`config.mk`:
```
export PLATFORM = sky130hd
export DESIGN_NAME = serial_bank_mapper_five_bit_unit
export DESIGN_NICKNAME = d
export VERILOG_FILES = /design/src/design/smbm_pkg.sv /design/src/design/serial_bank_mapper_five_bit_unit.sv /design/src/design/smbm_rem_unit.sv
export SDC_FILE = /design/constraint.sdc
export NUM_CORES = 1
export LEC_CHECK = 0
export ABC_AREA = 1
export ABC_CLOCK_PERIOD_IN_PS = 2500
export BUFFER_PORTS_ARGS = -buffer_cell sky130_fd_sc_hd__clkbuf_2
export CAP_MARGIN = 20
export CORE_UTILIZATION = 25
export CTS_BUF_LIST = sky130_fd_sc_hd__clkbuf_2 sky130_fd_sc_hd__clkbuf_4 sky130_fd_sc_hd__clkbuf_8
export DETAILED_ROUTE_END_ITERATION = 8
export GPL_TIMING_DRIVEN = 0
export SYNTH_ARGS = -nofsm -noshare
export SYNTH_HDL_FRONTEND = slang
export SYNTH_SLANG_ARGS = --single-unit
```
`constraint.sdc`:
```
create_clock -name clk_i -period 2.5 [get_ports clk_i]
set_input_delay 0.375 -clock clk_i [delete_from_list [all_inputs] [get_ports clk_i]]
set_output_delay 0.375 -clock clk_i [all_outputs]
set_load 0.02 [all_outputs]
```
`src/design/smbm_pkg.sv`:
```
`default_nettype none

package smbm_pkg;

  localparam int unsigned NUMER_W = 6;
  localparam int unsigned DENOM_W = 6;
  localparam int unsigned REM_W   = 5;
  localparam int unsigned STEPS   = 6;

  localparam logic [1:0] CMD_WRITE = 2'd0;
  localparam logic [1:0] CMD_CPU   = 2'd1;
  localparam logic [1:0] CMD_PPU   = 2'd2;

  localparam logic [1:0] TGT_PRG = 2'd0;
  localparam logic [1:0] TGT_CHR = 2'd1;
  localparam logic [1:0] TGT_NT  = 2'd2;

  localparam logic [1:0] SEL_CTRL   = 2'd0;
  localparam logic [1:0] SEL_CHR_LO = 2'd1;
  localparam logic [1:0] SEL_CHR_HI = 2'd2;
  localparam logic [1:0] SEL_PRG    = 2'd3;

  localparam logic CFG_PRG_COUNT = 1'b0;
  localparam logic CFG_CHR_COUNT = 1'b1;

  localparam logic [1:0] PRG_FIX_FIRST = 2'd2;
  localparam logic [1:0] PRG_FIX_LAST  = 2'd3;

  localparam logic [1:0] MIR_ONE_LO = 2'd0;
  localparam logic [1:0] MIR_ONE_HI = 2'd1;
  localparam logic [1:0] MIR_VERT   = 2'd2;

  localparam logic [4:0]  SHIFT_MARK   = 5'h10;
  localparam logic [4:0]  CTRL_RESET   = 5'h1e;
  localparam logic [4:0]  CTRL_LAST    = 5'h0c;
  localparam logic [4:0]  RENDER_MASK  = 5'h13;
  localparam logic [15:0] WINDOW_16K   = 16'h4000;

  typedef struct packed {
    logic [1:0]  command;
    logic [15:0] address;
    logic [7:0]  data;
  } item_t;

  typedef struct packed {
    logic [17:0] mapped_address;
    logic [1:0]  target_memory;
    logic        vertical_mirror;
    logic        render_changed;
  } result_t;

  typedef struct packed {
    logic busy;
    logic done;
  } rem_status_t;

endpackage

`default_nettype wire

```
`src/design/serial_bank_mapper_five_bit_unit.sv`:
```
// Serial-load cartridge bank mapper.
// Items arrive on the input channel (in_valid_i / in_ready_o) as a command,
// an address and a data byte; each item gives exactly one result on the
// output channel (out_valid_o / out_ready_i): a translated byte offset, the
// memory it lands in, the vertical mirroring flag and a render change flag.
// Register writes load the five-bit shifter one bit at a time and commit on
// the fifth bit; lookups translate CPU or PPU addresses through the banks.
// The user must set the bank counts through the configuration write port
// only while idle; the block itself does not enforce it. One item is taken
// at a time. An item that needs a reduction by a bank count goes through the
// shared remainder unit, which works one quotient bit per cycle over six
// steps; every other item goes from execution straight to finishing. The
// result is registered. A finished result waits in the output register while
// the next item is accepted and worked on; if the receiver still stalls, the
// block holds the following result until the register is free.
// Reset loads the shifter with its marker, control with the fixed-last
// program mode and 4K pattern mode, clears the banks, and sets the counts
// to sixteen program banks and thirty-two pattern banks.
`default_nettype none

module serial_bank_mapper_five_bit_unit #(
  parameter int unsigned PRG_BANK_LOG2 = 14,
  parameter int unsigned CHR_BANK_LOG2 = 12
) (
  input  wire logic             clk_i,
  input  wire logic             rst_ni,
  input  wire logic             in_valid_i,
  output logic                  in_ready_o,
  input  wire smbm_pkg::item_t  in_item_i,
  output logic                  out_valid_o,
  input  wire logic             out_ready_i,
  output smbm_pkg::result_t     out_result_o,
  input  wire logic             cfg_we_i,
  input  wire logic             cfg_idx_i,
  input  wire logic [5:0]       cfg_data_i
);
  import smbm_pkg::*;

  localparam int unsigned PW = PRG_BANK_LOG2 + 6;
  localparam int unsigned CW = CHR_BANK_LOG2 + 6;

  typedef enum logic [1:0] {S_IDLE, S_EXEC, S_DIV, S_FIN} state_e;

  state_e      state_q;
  item_t       item_q;
  result_t     out_q;
  result_t     res_d;
  logic        out_valid_q;
  logic        changed_q;
  logic [4:0]  prg_count_q;
  logic [5:0]  chr_count_q;
  logic [4:0]  shifter_q;
  logic [4:0]  ctrl_q;
  logic [4:0]  chr_lo_q;
  logic [4:0]  chr_hi_q;
  logic [4:0]  prg_bank_q;

  logic [4:0]  prg_eff;
  logic [5:0]  chr_eff;
  logic [4:0]  wr_val;
  logic [1:0]  wr_sel;
  logic [PW-1:0] prg_off;
  logic [CW-1:0] chr_off;
  logic [4:0]  half_bank;
  logic        nt_page;
  logic [PRG_BANK_LOG2+4:0] prg_full;
  logic [CHR_BANK_LOG2+4:0] chr_full;

  logic                 div_start;
  logic [NUMER_W-1:0]   div_numer;
  logic [DENOM_W-1:0]   div_denom;
  rem_status_t          div_status;
  logic [REM_W-1:0]     div_rem;

  always_comb begin
    if (prg_count_q == 5'd0) begin
      prg_eff = 5'd1;
    end else if (prg_count_q > 5'd16) begin
      prg_eff = 5'd16;
    end else begin
      prg_eff = prg_count_q;
    end
    if (chr_count_q == 6'd0) begin
      chr_eff = 6'd1;
    end else if (chr_count_q > 6'd32) begin
      chr_eff = 6'd32;
    end else begin
      chr_eff = chr_count_q;
    end
  end

  assign wr_val = {item_q.data[0], shifter_q[4:1]};
  assign wr_sel = item_q.address[14:13];

  always_comb begin
    case (ctrl_q[3:2])
      PRG_FIX_FIRST: begin
        if (item_q.address[14]) begin
          prg_off = (PW'(prg_bank_q[3:0]) << PRG_BANK_LOG2) + PW'(item_q.address[13:0]);
        end else begin
          prg_off = PW'(item_q.address[13:0]);
        end
      end
      PRG_FIX_LAST: begin
        if (item_q.address[14]) begin
          prg_off = (PW'(prg_eff) << (PRG_BANK_LOG2 + 2)) + PW'(item_q.address[13:0])
                    - PW'(WINDOW_16K);
        end else begin
          prg_off = (PW'(prg_bank_q[3:0]) << PRG_BANK_LOG2) + PW'(item_q.address[13:0]);
        end
      end
      default: begin
        prg_off = (PW'({prg_bank_q[3:1], 1'b0}) << PRG_BANK_LOG2)
                  + PW'(item_q.address[14:0]);
      end
    endcase
  end

  always_comb begin
    half_bank = item_q.address[12] ? chr_hi_q : chr_lo_q;
    if (ctrl_q[4]) begin
      chr_off = (CW'(half_bank) << CHR_BANK_LOG2) + CW'(item_q.address[11:0]);
    end else begin
      chr_off = (CW'({chr_lo_q[4:1], 1'b0}) << CHR_BANK_LOG2) + CW'(item_q.address[12:0]);
    end
  end

  always_comb begin
    case (ctrl_q[1:0])
      MIR_ONE_LO: nt_page = 1'b0;
      MIR_ONE_HI: nt_page = 1'b1;
      MIR_VERT:   nt_page = item_q.address[10];
      default:    nt_page = item_q.address[11];
    endcase
  end

  always_comb begin
    div_start = 1'b0;
    div_numer = {1'b0, wr_val};
    div_denom = chr_eff;
    if (state_q == S_EXEC) begin
      case (item_q.command)
        CMD_WRITE: begin
          if (item_q.address[15] && !item_q.data[7] && shifter_q[0]
              && wr_sel != SEL_CTRL) begin
            div_start = 1'b1;
            div_denom = (wr_sel == SEL_PRG) ? DENOM_W'(prg_eff) : chr_eff;
          end
        end
        CMD_CPU: begin
          div_start = 1'b1;
          div_numer = prg_off[PW-1:PRG_BANK_LOG2];
          div_denom = DENOM_W'(prg_eff);
        end
        CMD_PPU: begin
          div_start = !item_q.address[13];
          div_numer = chr_off[CW-1:CHR_BANK_LOG2];
        end
        default: begin
          div_start = 1'b0;
        end
      endcase
    end
  end

  smbm_rem_unit u_rem (
    .clk_i    (clk_i),
    .rst_ni   (rst_ni),
    .start_i  (div_start),
    .numer_i  (div_numer),
    .denom_i  (div_denom),
    .status_o (div_status),
    .rem_o    (div_rem)
  );

  assign prg_full = {div_rem, prg_off[PRG_BANK_LOG2-1:0]};
  assign chr_full = {div_rem, chr_off[CHR_BANK_LOG2-1:0]};

  always_comb begin
    res_d.mapped_address  = '0;
    res_d.target_memory   = TGT_PRG;
    res_d.vertical_mirror = (ctrl_q[1:0] == MIR_VERT);
    res_d.render_changed  = changed_q;
    case (item_q.command)
      CMD_CPU: begin
        res_d.mapped_address = 18'(prg_full);
      end
      CMD_PPU: begin
        if (item_q.address[13]) begin
          res_d.mapped_address = 18'({nt_page, item_q.address[9:0]});
          res_d.target_memory  = TGT_NT;
        end else begin
          res_d.mapped_address = 18'(chr_full);
          res_d.target_memory  = TGT_CHR;
        end
      end
      default: begin
        res_d.mapped_address = '0;
      end
    endcase
  end

  always_ff @(posedge clk_i or negedge rst_ni) begin
    if (!rst_ni) begin
      state_q     <= S_IDLE;
      out_valid_q <= 1'b0;
      changed_q   <= 1'b0;
      item_q      <= '0;
      out_q       <= '0;
      prg_count_q <= 5'd16;
      chr_count_q <= 6'd32;
      shifter_q   <= SHIFT_MARK;
      ctrl_q      <= CTRL_RESET;
      chr_lo_q    <= '0;
      chr_hi_q    <= '0;
      prg_bank_q  <= '0;
    end else begin
      if (cfg_we_i) begin
        case (cfg_idx_i)
          CFG_PRG_COUNT: prg_count_q <= cfg_data_i[4:0];
          CFG_CHR_COUNT: chr_count_q <= cfg_data_i;
          default:       chr_count_q <= cfg_data_i;
        endcase
      end
      if (out_valid_q && out_ready_i && state_q != S_FIN) begin
        out_valid_q <= 1'b0;
      end
      case (state_q)
        S_IDLE: begin
          if (in_valid_i) begin
            item_q  <= in_item_i;
            state_q <= S_EXEC;
          end
        end
        S_EXEC: begin
          state_q <= div_start ? S_DIV : S_FIN;
          if (item_q.command == CMD_WRITE && item_q.address[15]) begin
            if (item_q.data[7]) begin
              changed_q <= 1'b0;
              shifter_q <= SHIFT_MARK;
              ctrl_q    <= ctrl_q | CTRL_LAST;
            end else if (!shifter_q[0]) begin
              changed_q <= 1'b0;
              shifter_q <= wr_val;
            end else begin
              shifter_q <= SHIFT_MARK;
              case (wr_sel)
                SEL_CTRL: begin
                  changed_q <= |((ctrl_q ^ wr_val) & RENDER_MASK);
                  ctrl_q    <= wr_val;
                end
                SEL_CHR_LO: changed_q <= |(chr_lo_q ^ wr_val);
                SEL_CHR_HI: changed_q <= |(chr_hi_q ^ wr_val);
                default:    changed_q <= 1'b0;
              endcase
            end
          end else begin
            changed_q <= 1'b0;
          end
        end
        S_DIV: begin
          if (div_status.done) begin
            state_q <= S_FIN;
            if (item_q.command == CMD_WRITE) begin
              case (wr_sel)
                SEL_CHR_LO: chr_lo_q   <= div_rem;
                SEL_CHR_HI: chr_hi_q   <= div_rem;
                SEL_PRG:    prg_bank_q <= div_rem;
                default:    prg_bank_q <= prg_bank_q;
              endcase
            end
          end
        end
        S_FIN: begin
          if (!out_valid_q || out_ready_i) begin
            out_q       <= res_d;
            out_valid_q <= 1'b1;
            state_q     <= S_IDLE;
          end
        end
        default: begin
          state_q <= S_IDLE;
        end
      endcase
    end
  end

  assign in_ready_o   = (state_q == S_IDLE);
  assign out_valid_o  = out_valid_q;
  assign out_result_o = out_q;

endmodule

`default_nettype wire

```
`src/design/smbm_rem_unit.sv`:
```
`default_nettype none

module smbm_rem_unit (
  input  wire logic                        clk_i,
  input  wire logic                        rst_ni,
  input  wire logic                        start_i,
  input  wire logic [smbm_pkg::NUMER_W-1:0] numer_i,
  input  wire logic [smbm_pkg::DENOM_W-1:0] denom_i,
  output smbm_pkg::rem_status_t            status_o,
  output logic [smbm_pkg::REM_W-1:0]       rem_o
);
  import smbm_pkg::*;

  logic [NUMER_W-1:0] num_q;
  logic [DENOM_W-1:0] den_q;
  logic [REM_W-1:0]   rem_q;
  logic [REM_W-1:0]   rem_d;
  logic [2:0]         cnt_q;
  logic               busy_q;
  logic               done_q;
  logic [REM_W:0]     trial;

  always_comb begin
    trial = {rem_q, num_q[NUMER_W-1]};
    if (trial >= den_q) begin
      rem_d = REM_W'(trial - den_q);
    end else begin
      rem_d = trial[REM_W-1:0];
    end
  end

  always_ff @(posedge clk_i or negedge rst_ni) begin
    if (!rst_ni) begin
      busy_q <= 1'b0;
      done_q <= 1'b0;
      cnt_q  <= '0;
    end else if (start_i) begin
      busy_q <= 1'b1;
      done_q <= 1'b0;
      cnt_q  <= '0;
    end else if (busy_q) begin
      cnt_q <= cnt_q + 3'd1;
      if (cnt_q == 3'(STEPS - 1)) begin
        busy_q <= 1'b0;
        done_q <= 1'b1;
      end
    end else begin
      done_q <= 1'b0;
    end
  end

  always_ff @(posedge clk_i) begin
    if (start_i) begin
      num_q <= numer_i;
      den_q <= denom_i;
      rem_q <= '0;
    end else if (busy_q) begin
      num_q <= {num_q[NUMER_W-2:0], 1'b0};
      rem_q <= rem_d;
    end
  end

  assign status_o.busy = busy_q;
  assign status_o.done = done_q;
  assign rem_o         = rem_q;

endmodule

`default_nettype wire
```
# Yosys cells after proc, flatten, opt, wreduce, memory -nomap -nowiden
# Index checks and enable logic that the tools add are counted.
classes:
  add_sub_neg: 8
  eq_ne: 18
  reduce_logical: 34
  order_cmp: 3
  n_bitwise: 5
  mux: 50
ops:
  columns: ["operator", "n"]
  rows:
  - ["6-bit 2-to-1 mux", 8]
  - ["20-bit one-hot mux with 2 select lines", 1]
  - ["19-bit 2-to-1 mux", 2]
  - ["18-bit one-hot mux with 2 select lines", 1]
  - ["5-bit 2-to-1 mux", 6]
  - ["6-bit one-hot mux with 2 select lines", 2]
  - ["20-bit by 14-bit adder with 20-bit output", 1]
  - ["20-bit 2-to-1 mux", 1]
  - ["20-bit by 15-bit subtractor with 20-bit output (second input constant)", 1]
  - ["18-bit by 14-bit adder with 19-bit output", 1]
  - ["18-bit by 15-bit adder with 19-bit output", 1]
  - ["17-bit by 12-bit adder with 18-bit output", 1]
  - ["17-bit by 13-bit adder with 18-bit output", 1]
  - ["18-bit 2-to-1 mux", 1]
  - ["2-bit == test (second input constant)", 8]
  - ["4-bit AND reduction", 4]
  - ["1-bit 2-to-1 mux", 15]
  - ["5-bit XOR", 3]
  - ["4-bit 2-to-1 mux", 3]
  - ["2-bit AND reduction", 5]
  - ["5-bit OR reduction", 2]
  - ["1-bit one-hot mux with 3 select lines", 3]
  - ["2-bit by 1-bit == test with 1-bit output (second input constant)", 4]
  - ["2-bit logical NOT", 4]
  - ["other kinds (22)", 39]
totals:
  out_inout_bits: 24
  word_cells: 142
  regBits: 109
  in_bits: 38

# Logic depth before layout (Yosys ltp)
# Gate-level depths: netlist (run 1).
depth:
  ltp_word: 10
  mapped_depth: 11
  depth_no_buf: 11

# Modules after synthesis
# A second synthesis (run 1) with hierarchy kept.
hier_totals:
  cells_unflattened: 609
  area_unflattened_um2: 5180.0
modules_own_cells:
  columns: ["module", "instances", "cells_per_inst", "area_per_inst_um2"]
  rows:
  - ["serial_bank_mapper_five_bit_unit", 1, 480, 4018.9]
  - ["smbm_rem_unit", 1, 129, 1161.1]

# Worst setup path before layout (run 1)
# OpenSTA, ideal clock, no wires.
synth_path:
  kind: "reg2reg"
  from: "register state_q[0]"
  to: "register item_q[15] (netlist name)"
  arrival_time_ns: 1.592
  setup_time_ns: 0.125
  required_ns: 2.375
  path_stages_with_launch: 6
  synth_period_minus_slack_ns: 1.716
  slack_ns: 0.784
  cell_sequence: "dfrtp_1 -> inv_1 -> ha_1 -> nand2_1 -> buf_2 -> mux2_2"
synth_between:
  elab_chain_len: 2
synth_rtl:
  columns: ["element", "line_no", "rtl"]
  rows:
  - ["start: declaration", "serial_bank_mapper_five_bit_unit.sv:44", "state_e state_q;"]
  - ["start signal: assignment", "serial_bank_mapper_five_bit_unit.sv:236", "state_q <= div_start ? S_DIV : S_FIN;"]
  - ["2-bit logical NOT", null, null]
  - ["net in_ready_o", "serial_bank_mapper_five_bit_unit.sv:28", "output logic in_ready_o,"]
  - ["2-bit AND reduction (no line)", null, null]
  - ["end signal: assignment", "serial_bank_mapper_five_bit_unit.sv:231", "item_q <= in_item_i;"]
  - ["end: declaration", "serial_bank_mapper_five_bit_unit.sv:45", "item_t item_q;"]
# The timed path passes the listed nets, and every way through them passes these cells.
# A chain may end at the register's enable or synchronous reset.

# Worst setup path after layout (run 1)
layout_path:
  from: "register item_q[24] (netlist name)"
  to: "register u_rem.num_q[0], data pin"
layout_between:
  elab_chain_len: 4
layout_rtl:
  columns: ["element", "line_no", "rtl"]
  rows:
  - ["2-bit == test, or another cell as far along", "serial_bank_mapper_five_bit_unit.sv:142", "case (item_q.command)"]
  - ["1-bit one-hot mux with 3 select lines (*)", "serial_bank_mapper_five_bit_unit.sv:142", null]
  - ["1-bit 2-to-1 mux (*)", "serial_bank_mapper_five_bit_unit.sv:141", "if (state_q == S_EXEC) begin"]
  - ["net div_start", "serial_bank_mapper_five_bit_unit.sv:69", "logic div_start;"]
  - ["6-bit 2-to-1 mux (*)", "smbm_rem_unit.sv:53", "if (start_i) begin"]
  - ["end signal: assignment", "smbm_rem_unit.sv:54", "num_q <= numer_i;"]
  - ["end signal: assignment", "smbm_rem_unit.sv:58", "num_q <= {num_q[NUMER_W-2:0], 1'b0};"]
  - ["end: declaration", "smbm_rem_unit.sv:14", "logic [NUMER_W-1:0] num_q;"]
# Mark *: on every way through the listed nets, which the timed path passes. The rest lies on a longest branch.

==> summary.md, run 1 <==
| Metric | Value |
|---|---|
| Port buffer count | `55` |
| Die width | `145.1 um` |
| Clk slew on worst S/H paths | `0.10 ns` |
| Status | `finished clean` |
| Max-Cap Viols | `0` |
| Period minus WS final | `2.257 ns` |
| Hold Path Class | `input port to asynchronous set/reset pin` |
| DIE AREA | `21,050 sq um` |
| Worst Path Buf+Inv | `3` |
| Cell variety after synth | `40` |
| Grt total ovfl | `0` |
| Cells after Synth | `583` |
| H-tree depth | `3` |
| CTS Buf Count | `9` |
| Crit-path leading delay family | `simple AND/OR/NAND/NOR gates` |
| Initial DRT Pass Iterations | `5` |
| WP data required | `2.63 ns` |
| TritonCTS Sinks | `103` |
| Initial Util | `25.87%` |
| Setup CP Type | `register to register` |
| Wire length per cell | `13.56 um` |
| Clock power share | `between 10% and 20%` |
| Slowest cell delay on critical path | `0.39 ns` |
| Syn Area/Cell | `8.778 sq um` |
| Max Fanout on Critical Path | `8` |
| Vias in the first global route | `about 4,100` |
| Worst Max-Slew Pin Slew | `0.6548 ns` |
| Clock root buffer | `clkbuf_8` |
| Row Count | `51` |
| Placer Congestion | `0.8709` |
| Fmax achieved | `443.1 MHz` |
| Drt initial violations | `approximately 280` |
| Synth async-reset ratio | `a little over four fifths` |
| Total number of yosys warnings | `0` |
| Ant. Diodes | `0` |
| Detailed Route WL | `roughly 12 mm` |
| Setup crit end kind | `register` |
| PD cells | `roughly 1000 nW/um^2` |
| Drt drc | `0` |
| Die Y | `between 100 and 150 um` |
| Most frequent cells in the layout | `142 x nand2_1, 79 x dfrtp_1, 75 x inv_1` |
| Clk_lat worst skew | `about 0.39 ns` |
| Nets | `705` |
| Internal | `~3600 uW` |
| Worst path slowest cell | `dfrtp_1` |
| Flop pwr share | `41.3%` |
| Syn nets | `638` |
| Core ar. | `a little under 20,000 sq um` |
| Setup TNS | `0 ns` |
| First-pass GRT wire length | `between 20 and 25 mm` |
| Largest net degree at the start of global routing | `46` |
| DR vias/cell | `4.403` |
| HPWL after detailed placement | `9.467 mm` |
| Leakage power | `just under 0.003 uW` |
| Worst setup margin | `roughly 0.24 ns` |
| Hold Slack | `around 0.027 ns` |
| Setup-failing EPs final | `0` |
| Worst setup SP type | `register` |
| Clock buffer depth | `2` |
| Post-synthesis sequential area ratio | `roughly half` |
| I/O pin count | `between 60 and 70` |
| Layout Area Growth over Synthesis | `16.80%` |
| Hold Vio Cnt, Final | `0` |
| Synthesized cell area | `~5100 sq um` |
| Postcts setup bufs | `0` |
| Slew margin rel. | `a little under three fifths` |
| Switching Fraction | `41.01%` |
| Antenna violations before repair | `0` |
| Post-synth EDFFs | `12` |
| Clock skew | `approximately 0.017 ns` |
| Pre-CTS setup slack | `~0.22 ns` |
| Most used cell, CP | `nor2_1` |
| Max-slew violation count | `0` |
| Routed via count | `approximately 4,000` |
| Unrepaired setup endpoints after global routing | `false` |
| CTS tree | `built` |
| Most common cell after layout, fill and taps aside | `nand2_1` |
| Arr. time, crit path | `2.39 ns` |
| Worst vdd ir | `roughly 0.00042 V` |
| Share of cells above drive strength 1 | `approximately 17%` |
| Combinational share of power | `between 30% and 40%` |
| Commonest register cell after synthesis | `dfrtp_1` |
| P_sw | `2488 uW` |
| Yosys reg bits | `103` |
| Post-DRT Antenna Nets | `0` |
| Total chip power | `a little over 6000 uW` |
| Period utilization | `between 90 and 100%` |
| Total GRT Usage | `~13%` |
| Worst-path cell chain | `inv_1 -> ha_1 -> inv_2 -> nor2_1 -> nor2_1 -> nand2_2 -> nand3_4 -> clkinvlp_4 -> o21ai_0 -> a21oi_1` |
| Post-route core utilization | `30.22%` |
==> cell families (layout without fill, tap and decap cells) <==
family | count (synthesis) | count (layout) | synth area share [%]
multiplexers | 13 | 13 | 2.861
adder cells (fa/ha/maj) | 17 | 17 | 4.303
XOR/XNOR | 9 | 9 | 1.540
flip-flops | 103 | 103 | 51.22
AO/OA/AOI/OAI | 124 | 124 | 14.40
AND/OR/NAND/NOR | 225 | 225 | 18.53
buffers and inverters | 92 | 164 | 7.139
==> cell type report <==
class / instances / area, sq um
fillers: 2126 / 13800
flip-flops and latches: 103 / 2621
multi-input cells: 388 / 2133
well taps: 265 / 331.6
repair buffers: 56 / 305.3
inverters: 80 / 304.0
clock buffers: 13 / 166.4
plain buffers: 12 / 65.06
clock inverters: 3 / 50.05
==> cells in the mapped netlist (3+ instances only) <==
cell type,instances,area (sq um)
dfrtp_1,79,1977
o211ai_1,4,30.03
xnor2_1,7,61.31
nand2_1,143,536.8
a22o_1,4,35.03
dfxtp_1,5,100.1
nand4_1,11,68.82
edfxtp_1,12,360.4
a21oi_1,32,160.2
a32o_1,11,110.1
o21ai_0,55,275.3
dfstp_2,7,183.9
mux2_2,13,146.4
inv_1,76,285.3
nand2_2,3,18.77
buf_4,3,22.52
o22ai_1,6,37.54
clkbuf_1,7,26.28
nand3_1,23,115.1
ha_1,16,200.2
nor2_1,38,142.6
inv_2,4,15.01
==> flip-flops by register name, indices dropped and copies added, names as in the netlist, 6 cells and up <==
name,count
chr_count_q,6
out_result_o,22
item_q,20
u_rem.den_q,6
u_rem.num_q,6
==> timing repair <==
item / CTS / global route
gates resized for setup: 0 / 2
setup endpoints to repair: 0 / 2
hold buffers: 0 / 0
hold endpoints to repair: 0 / 0
==> power by group through the flow <==
stage | clock, uW | combinational, uW | sequential (uW)
2_1_floorplan | 0 | 1630 | 2550
3_3_place_gp | 0 | 2380 | 2530
3_5_place_dp | 0 | 2420 | 2540
4_1_cts | 1160 | 2440 | 2510
5_1_grt | 1230 | 2760 | 2570
6_report | 1140 | 2420 | 2510
==> layer usage <==
metal / GRT usage [%] / vias up / routed length, um
li1: - / 2062 / -
met1: 16.79 / 1911 / 5988
met2: 20.75 / 66 / 5985
met3: 2.170 / 12 / 339
met4: 3.947 / 0 / 161
met5: 0 / - / 0
==> path summary, 6_finish.rpt <==
check	cells past startpoint	slack [ns]	startpoint	end
setup / recovery	10	0.24	item_q[24]$_DFFE_PN0P_	u_rem.num_q[0]$_SDFFCE_PN0P_
hold / removal	1	0.03	rst_ni	chr_lo_q[4]$_DFFE_PN0P_
max in group asynchronous	2	1.78	rst_ni	shifter_q[4]$_DFFE_PN1P_
setup reg to reg	10	0.24	item_q[24]$_DFFE_PN0P_	u_rem.num_q[0]$_SDFFCE_PN0P_
hold reg to reg	2	0.49	u_rem.rem_o[1]$_SDFFE_PP0P_	u_rem.rem_o[1]$_SDFFE_PP0P_
min in group clk_i	2	0.22	in_item_i[16]	item_q[16]$_DFFE_PN0P_
==> metrics by stage <==
step | cell area (sq um) | instances
final | 5977 | 920
after global routing | 5977 | 920
after CTS | 5971 | 920
after detailed placement | 5754 | 904
after global placement | 5724 | 903
after floorplan | 5117 | 583
Note: power is estimated with default switching activity, not from simulation.
==> inputs of run 2 (changes only) <==
- CORE_ASPECT_RATIO: default -> 0.75
==> summary.md, run 2 (synthesis gave the netlist of run 1 again) <==
| Metric | Value |
|---|---|
| Setup crit end kind | `register` |
| H-tree depth | `3 (unchanged)` |
| Worst path slowest cell | `dfrtp_1` |
| Fmax achieved | `418.7 MHz (-5.5%)` |
| Arr. time, crit path | `2.62 ns (+0.23 ns)` |
| Worst Path Buf+Inv | `3 (unchanged)` |
| Grt total ovfl | `0 (unchanged)` |
| Period utilization | `95.54% (+5.3 points)` |
| I/O pin count | `62 (unchanged)` |
| Worst setup SP type | `register` |
| Clock buffer depth | `2 (unchanged)` |
| Hold Path Class | `input port to register` |
| Leakage power | `0.002894 uW (+0.21%)` |
| CTS tree | `built` |
| DR vias/cell | `4.525 (+2.8%)` |
| Routed via count | `4,113 (+1.5%)` |
| Drt initial violations | `266 (-6.0%)` |
| PD cells | `1018 nW/um^2 (+0.32%)` |
| Worst Max-Slew Pin Slew | `0.5107 ns (-0.1441 ns)` |
| Initial Util | `25.96% (+0.095 points)` |
| Share of cells above drive strength 1 | `16.77% (-0.33 points)` |
| Antenna violations before repair | `0 (unchanged)` |
| Max-Cap Viols | `0 (unchanged)` |
| Layout Area Growth over Synthesis | `16.45%` |
| Most frequent cells in the layout | `143 x nand2_1, 79 x dfrtp_1, 76 x inv_1` |
| Core ar. | `19,710 sq um (-0.37%)` |
| Wire length per cell | `13.65 um (+0.67%)` |
| Max-slew violation count | `0 (unchanged)` |
| Placer Congestion | `0.8829 (+1.4%)` |
| CTS resizes | `0 (unchanged)` |
| Post-route core utilization | `30.24% (about the same)` |
| TritonCTS Sinks | `103 (unchanged)` |
| Die width | `167.2 um (+15%)` |
| Largest register FFs | `22 (unchanged)` |
| Post-DRT Antenna Nets | `0 (unchanged)` |
| Unrepaired setup endpoints after global routing | `true` |
| Clock skew | `0.01579 ns (-0.0007418 ns)` |
| DP Area | `5739 sq um (-0.26%)` |
| Max Fanout on Critical Path | `8 (unchanged)` |
| Vias in the first global route | `3,926 (-3.5%)` |
| Clk_lat worst skew | `0.38 ns (about the same)` |
| Largest net degree at the start of global routing | `61 (+33%)` |
| Most common cell after layout, fill and taps aside | `nand2_1` |
| Initial DRT Pass Iterations | `7 (+2)` |
| CTS Buf Count | `9 (unchanged)` |
| Setup CP Type | `register to register` |
| Postcts setup bufs | `0 (unchanged)` |
| Slowest cell delay on critical path | `0.42 ns (+0.03 ns)` |
| Drt drc | `0 (unchanged)` |
| Die Y | `125.9 um (-13%)` |
| Detailed Route WL | `12.41 mm (-0.53%)` |
| First-pass GRT wire length | `20.55 mm (-2.3%)` |
| Hold Vio Cnt, Final | `0 (unchanged)` |
| Design Area, Final | `5959 sq um (-0.29%)` |
| Clock root buffer | `clkbuf_8` |
| HPWL after detailed placement | `9.555 mm (+0.93%)` |
| Slew margin rel. | `65.95% (+9.6 points)` |
| Row Count | `44 (-14%)` |
| Hold Slack | `0.2095 ns (+0.1829 ns)` |
| WP data required | `2.73 ns (+0.10 ns)` |
| Worst-path cell chain | `inv_1 -> ha_1 -> inv_2 -> nor2_1 -> nor2_1 -> nand2_2 -> nand3_4 -> inv_1 -> o21ai_0 -> a21oi_1` |
| Setup TNS | `0 ns (unchanged)` |
| # fillers | `2,114 (-0.56%)` |
| Period minus WS final | `2.388 ns (+0.1318 ns)` |
| Nets | `706 (+0.14%)` |
| Status | `finished clean` |
| DIE AREA | `21,050 sq um (about the same)` |
| Worst vdd ir | `0.0005089 V (+22%)` |
| Total GRT Usage | `12.40% (-0.20 points)` |
| Clk slew on worst S/H paths | `0.12 ns (+0.02 ns)` |
| Crit-path leading delay family | `simple AND/OR/NAND/NOR gates` |
| Total chip power | `6068 uW (about the same)` |
| Ant. Diodes | `0 (unchanged)` |
| Port buffer count | `55 (unchanged)` |
| Setup-failing EPs final | `0 (unchanged)` |
[run 2: per-layer routing]
| metal | vias up | global-route usage, % | wire length (um) |
|---|---|---|---|
| li1 | 2069 | - | - |
| met1 | 1945 | 18.24 | 6436 |
| met2 | 88 | 17.79 | 5104 |
| met3 | 11 | 3.394 | 721 |
| met4 | 0 | 3.130 | 146 |
| met5 | - | 0 | 0 |
[run 2: worst register-to-register path, delay by kind of cell (launching register included)]
family / cells / cell delay (ns)
compound gates: 2 / 0.29
fa+ha+maj: 1 / 0.35
buf+inv: 3 / 0.46
flops: 1 / 0.42
simple gates: 4 / 0.71
[run 2: worst paths after layout]
path	start	end	slack [ns]	depth (start not counted)
min	in_item_i[12]	item_q[12]$_DFFE_PN0P_	0.21	2
max reg2reg	item_q[24]$_DFFE_PN0P_	u_rem.num_q[0]$_SDFFCE_PN0P_	0.11	10
min reg2reg	chr_count_q[4]$_DFFE_PN0P_	chr_count_q[4]$_DFFE_PN0P_	0.49	2
min in group asynchronous	rst_ni	chr_lo_q[1]$_DFFE_PN0P_	0.51	2
max in group asynchronous	rst_ni	prg_count_q[4]$_DFFE_PN1P_	1.30	3
max	item_q[24]$_DFFE_PN0P_	u_rem.num_q[0]$_SDFFCE_PN0P_	0.11	10
[run 2: stage by stage]
stage	worst slack [ns]	cells
floorplan	0.7838	583
global placement	0.02813	891
detailed placement	0.1794	892
CTS	0.1122	909
global route	-0.07934	909
finish	0.1115	909
[run 2: repair_timing]
item,4_1_cts,5_1_grt
endpoints found under the setup margin,0,7
hold buffers,1,0
hold endpoints to repair,23,0
[run 2: cell type report]
class                   instances  area [sq um]  area share (%)
multi-input cells             388          2131           35.75
plain buffers                  12         65.06           1.092
repair buffers                 57         315.3           5.291
well taps                     253         316.6           5.312
clock buffers                   9         123.9           2.079
flip-flops and latches        103          2621           43.98
clock inverters                 7         86.33           1.449
inverters                      80         300.3           5.039
[run 2: power by group]
group          internal [uW]  leakage, uW  total, uW  switching [uW]
clock                    486     0.000104       1130             642
combinational            840      0.00154       2440            1600
sequential              2190      0.00125       2500             309
==> inputs of run 3 (changes only) <==
- ABC_AREA: 1 -> default
==> summary.md, run 3 <==
| Metric | Value |
|---|---|
| Status | `complete, but fails checks` |
| Failing checks | `design-rule violations` |
| Routed via count | `3,610 (-12%)` |
| Cell variety after synth | `59 (+48%)` |
| Initial DRT Pass Iterations | `6 (-1)` |
| Max Fanout on Critical Path | `10 (+2)` |
| Clock skew | `0.01163 ns (-0.004160 ns)` |
| TritonCTS Sinks | `103 (unchanged)` |
| Setup crit end kind | `register` |
| Unrepaired setup endpoints after global routing | `false` |
| Hold Slack | `0.03594 ns (-0.1735 ns)` |
| DP Area | `5674 sq um (-1.1%)` |
| Slowest cell delay on critical path | `0.43 ns (about the same)` |
| Grt total ovfl | `0 (unchanged)` |
| Yosys reg bits | `103 (unchanged)` |
| Commonest register cell after synthesis | `dfrtp_1` |
| R2r worst-path depth | `8 (-2)` |
| Row Count | `44 (unchanged)` |
| Postcts setup bufs | `0 (unchanged)` |
| Synth async-reset ratio | `83.50% (unchanged)` |
| Max-Cap Viols | `0 (unchanged)` |
| Antenna violations before repair | `0 (unchanged)` |
| Clk slew on worst S/H paths | `0.10 ns (-0.02 ns)` |
| Clock buffer depth | `2 (unchanged)` |
| Synth cell count leaders | `79 x dfrtp_1, 53 x mux2_2, 44 x nand2_1` |
| Largest register FFs | `22 (unchanged)` |
| Synthesized cell area | `5052 sq um (-1.3%)` |
| Detailed Route WL | `11.87 mm (-4.4%)` |
| CTS tree | `built` |
| DR vias/cell | `4.658 (+2.9%)` |
| Setup TNS | `0 ns (unchanged)` |
| Drt initial violations | `228 (-14%)` |
| Post-CTS Hold Buffers | `0 (-1)` |
| Initial Util | `25.78% (-0.19 points)` |
| Die width | `166.2 um (-0.63%)` |
| Multi-input logic area | `2242 sq um (+5.2%)` |
| CTS Buf Count | `9 (unchanged)` |
| Drt drc | `3 (+3)` |
| Largest net degree at the start of global routing | `46 (-25%)` |
| PD cells | `1219 nW/um^2 (+20%)` |
| Leakage power | `0.002693 uW (-6.9%)` |
| Max-slew violation count | `0 (unchanged)` |
| Hold Vio Cnt, Final | `0 (unchanged)` |
| HPWL after detailed placement | `8.899 mm (-6.9%)` |
| H-tree depth | `3 (unchanged)` |
| Worst-path cell chain | `inv_1 -> ha_1 -> and4b_4 -> a211oi_2 -> or3_1 -> buf_6 -> buf_2 -> nand2_2` |
| Die Y | `125.1 um (-0.63%)` |
| Post-DRT Antenna Nets | `0 (unchanged)` |
| Reg area | `2621 sq um (unchanged)` |
| Cells after Synth | `450 (-23%)` |
| Syn nets | `505 (-21%)` |
| Total number of yosys warnings | `0 (unchanged)` |
| Worst setup margin | `0.1667 ns (+0.05515 ns)` |
| Reg-to-Reg End | `u_rem.num_q[2]$_DFFE_PP_` |
| Worst setup SP type | `register` |
| Nets | `572 (-19%)` |
| Period utilization | `93.33% (-2.2 points)` |
| FF-to-FF setup slack | `0.17 ns (+0.06 ns)` |
| Worst Setup EP | `u_rem.num_q[2]$_DFFE_PP_` |
| Worst vdd ir | `0.0003959 V (-22%)` |
| WP data required | `2.58 ns (-0.15 ns)` |
| CTS resizes | `0 (unchanged)` |
| Cell accounting for the most synthesized area | `dfrtp_1` |
| Origin of the critical flop-to-flop path | `item_q[25]$_DFFE_PN0P_` |
| Largest cells by area after synthesis | `dfrtp_1 39%, mux2_2 12%, edfxtp_1 7.1%, ha_1 4.0%, dfstp_2 3.6%` |
| Design Area, Final | `5902 sq um (-0.97%)` |
| Top cell type's share of synthesized area | `39.13% (+0.50 points)` |
| Setup-failing EPs final | `0 (unchanged)` |
| Hold Path Class | `input port to asynchronous set/reset pin` |
| Port buffer count | `55 (unchanged)` |
| Share of cells above drive strength 1 | `27.78% (+11 points)` |
| Post-synthesis sequential area ratio | `51.88% (+0.66 points)` |
| Slew margin rel. | `45.62% (-20 points)` |
| Setup CP Type | `register to register` |
| Core ar. | `19,600 sq um (-0.56%)` |
| DIE AREA | `20,790 sq um (-1.3%)` |
| Wire length per cell | `15.31 um (+12%)` |
| Post-synth EDFFs | `12 (unchanged)` |
| Worst Max-Slew Pin Slew | `0.8095 ns (+0.2988 ns)` |
| CP Launch Point | `item_q[25]$_DFFE_PN0P_` |
| Post-route core utilization | `30.11% (-0.12 points)` |
| Arr. time, crit path | `2.41 ns (-0.21 ns)` |
| Clk_lat worst skew | `0.37 ns (about the same)` |
| Total GRT Usage | `12.06% (-0.34 points)` |
| Ant. Diodes | `0 (unchanged)` |
| First-pass GRT wire length | `19.75 mm (-3.9%)` |
| Most frequent cells in the layout | `79 x dfrtp_1, 54 x clkbuf_2, 53 x mux2_2` |
| I/O pin count | `62 (unchanged)` |
| Pre-CTS setup slack | `0.09932 ns (-0.08004 ns)` |
| Vias in the first global route | `3,592 (-8.5%)` |
| Syn Area/Cell | `11.23 sq um (+28%)` |
| Clock root buffer | `clkbuf_8` |
| Most common cell after layout, fill and taps aside | `dfrtp_1` |
| # fillers | `2,048 (-3.1%)` |
| Placer Congestion | `0.7948 (-10%)` |
| Period minus WS final | `2.333 ns (-0.05515 ns)` |
| Layout Area Growth over Synthesis | `16.82%` |
| Worst path slowest cell | `dfrtp_1` |
| Count leader, synth | `dfrtp_1` |
| Fmax achieved | `428.6 MHz (+2.4%)` |
run 3: worst min path at each step:
stage / startpoint / to / slack [ns] / cells after the start
finish: rst_ni / chr_count_q[2]$_DFFE_PN0P_ / 0.04 / 1
global route: rst_ni / chr_count_q[2]$_DFFE_PN0P_ / 0.05 / 1
CTS: rst_ni / chr_count_q[2]$_DFFE_PN0P_ / 0.05 / 1
detailed placement: rst_ni / chr_count_q[1]$_DFFE_PN0P_ / 0.46 / 1
global placement: prg_bank_q[0]$_DFFE_PN0P_ / prg_bank_q[0]$_DFFE_PN0P_ / 0.46 / 2
floorplan: rst_ni / changed_q$_DFFE_PN0P_ / 0.08 / 0
run 3: metrics by stage:
stage | cells | power, uW
after floorplan | 450 | 5055
after global placement | 758 | 5983
after detailed placement | 759 | 6051
after CTS | 775 | 7255
after global routing | 775 | 7776
final | 775 | 7195
run 3: metal layers:
layer | global-route usage, % | part of all wire (%) | vias to the layer above
met4 | 3.134 | 0.78 | 0
met1 | 17.98 | 52 | 1778
li1 | - | - | 1747
met3 | 2.817 | 4.8 | 7
met5 | 0 | 0 | -
met2 | 17.27 | 42 | 78
run 3: area by class of cell:
class | count | share of cell area [%]
well taps | 253 | 5.364
clock inverters | 6 | 1.548
clock buffers | 10 | 2.226
inverters | 22 | 1.484
plain buffers | 22 | 1.802
repair buffers | 56 | 5.173
flip-flops and latches | 103 | 44.41
multi-input cells | 303 | 37.99
run 3: logic make-up (layout without fill, tap and decap cells):
family | count (synthesis) | in the layout | share of synthesized area [%]
compound gates | 94 | 94 | 12.98
xor+xnor | 19 | 19 | 3.294
fa+ha+maj | 17 | 17 | 4.359
buf+inv | 44 | 116 | 3.838
flops | 103 | 103 | 51.88
mux | 56 | 56 | 12.41
simple gates | 117 | 117 | 11.24
run 3: critical path: cells and delay by family (launching register included):
| kind | cells | cell delay [ns] |
|---|---|---|
| adders and majority gates | 1 | 0.27 |
| AOI/OAI and AO/OA | 1 | 0.08 |
| buffers and inverters | 3 | 0.44 |
| and+or+nand+nor | 3 | 0.81 |
| DFF | 1 | 0.43 |
run 3: power by group:
| group | internal, uW | leakage (uW) | total, uW | switching [uW] |
|---|---|---|---|---|
| Combinational | 1300 | 0.00133 | 3130 | 1830 |
| Clock | 586 | 0.000117 | 1190 | 602 |
| Sequential | 2370 | 0.00125 | 2880 | 506 |
| Total | 4260 | 0.00269 | 7190 | 2930 |
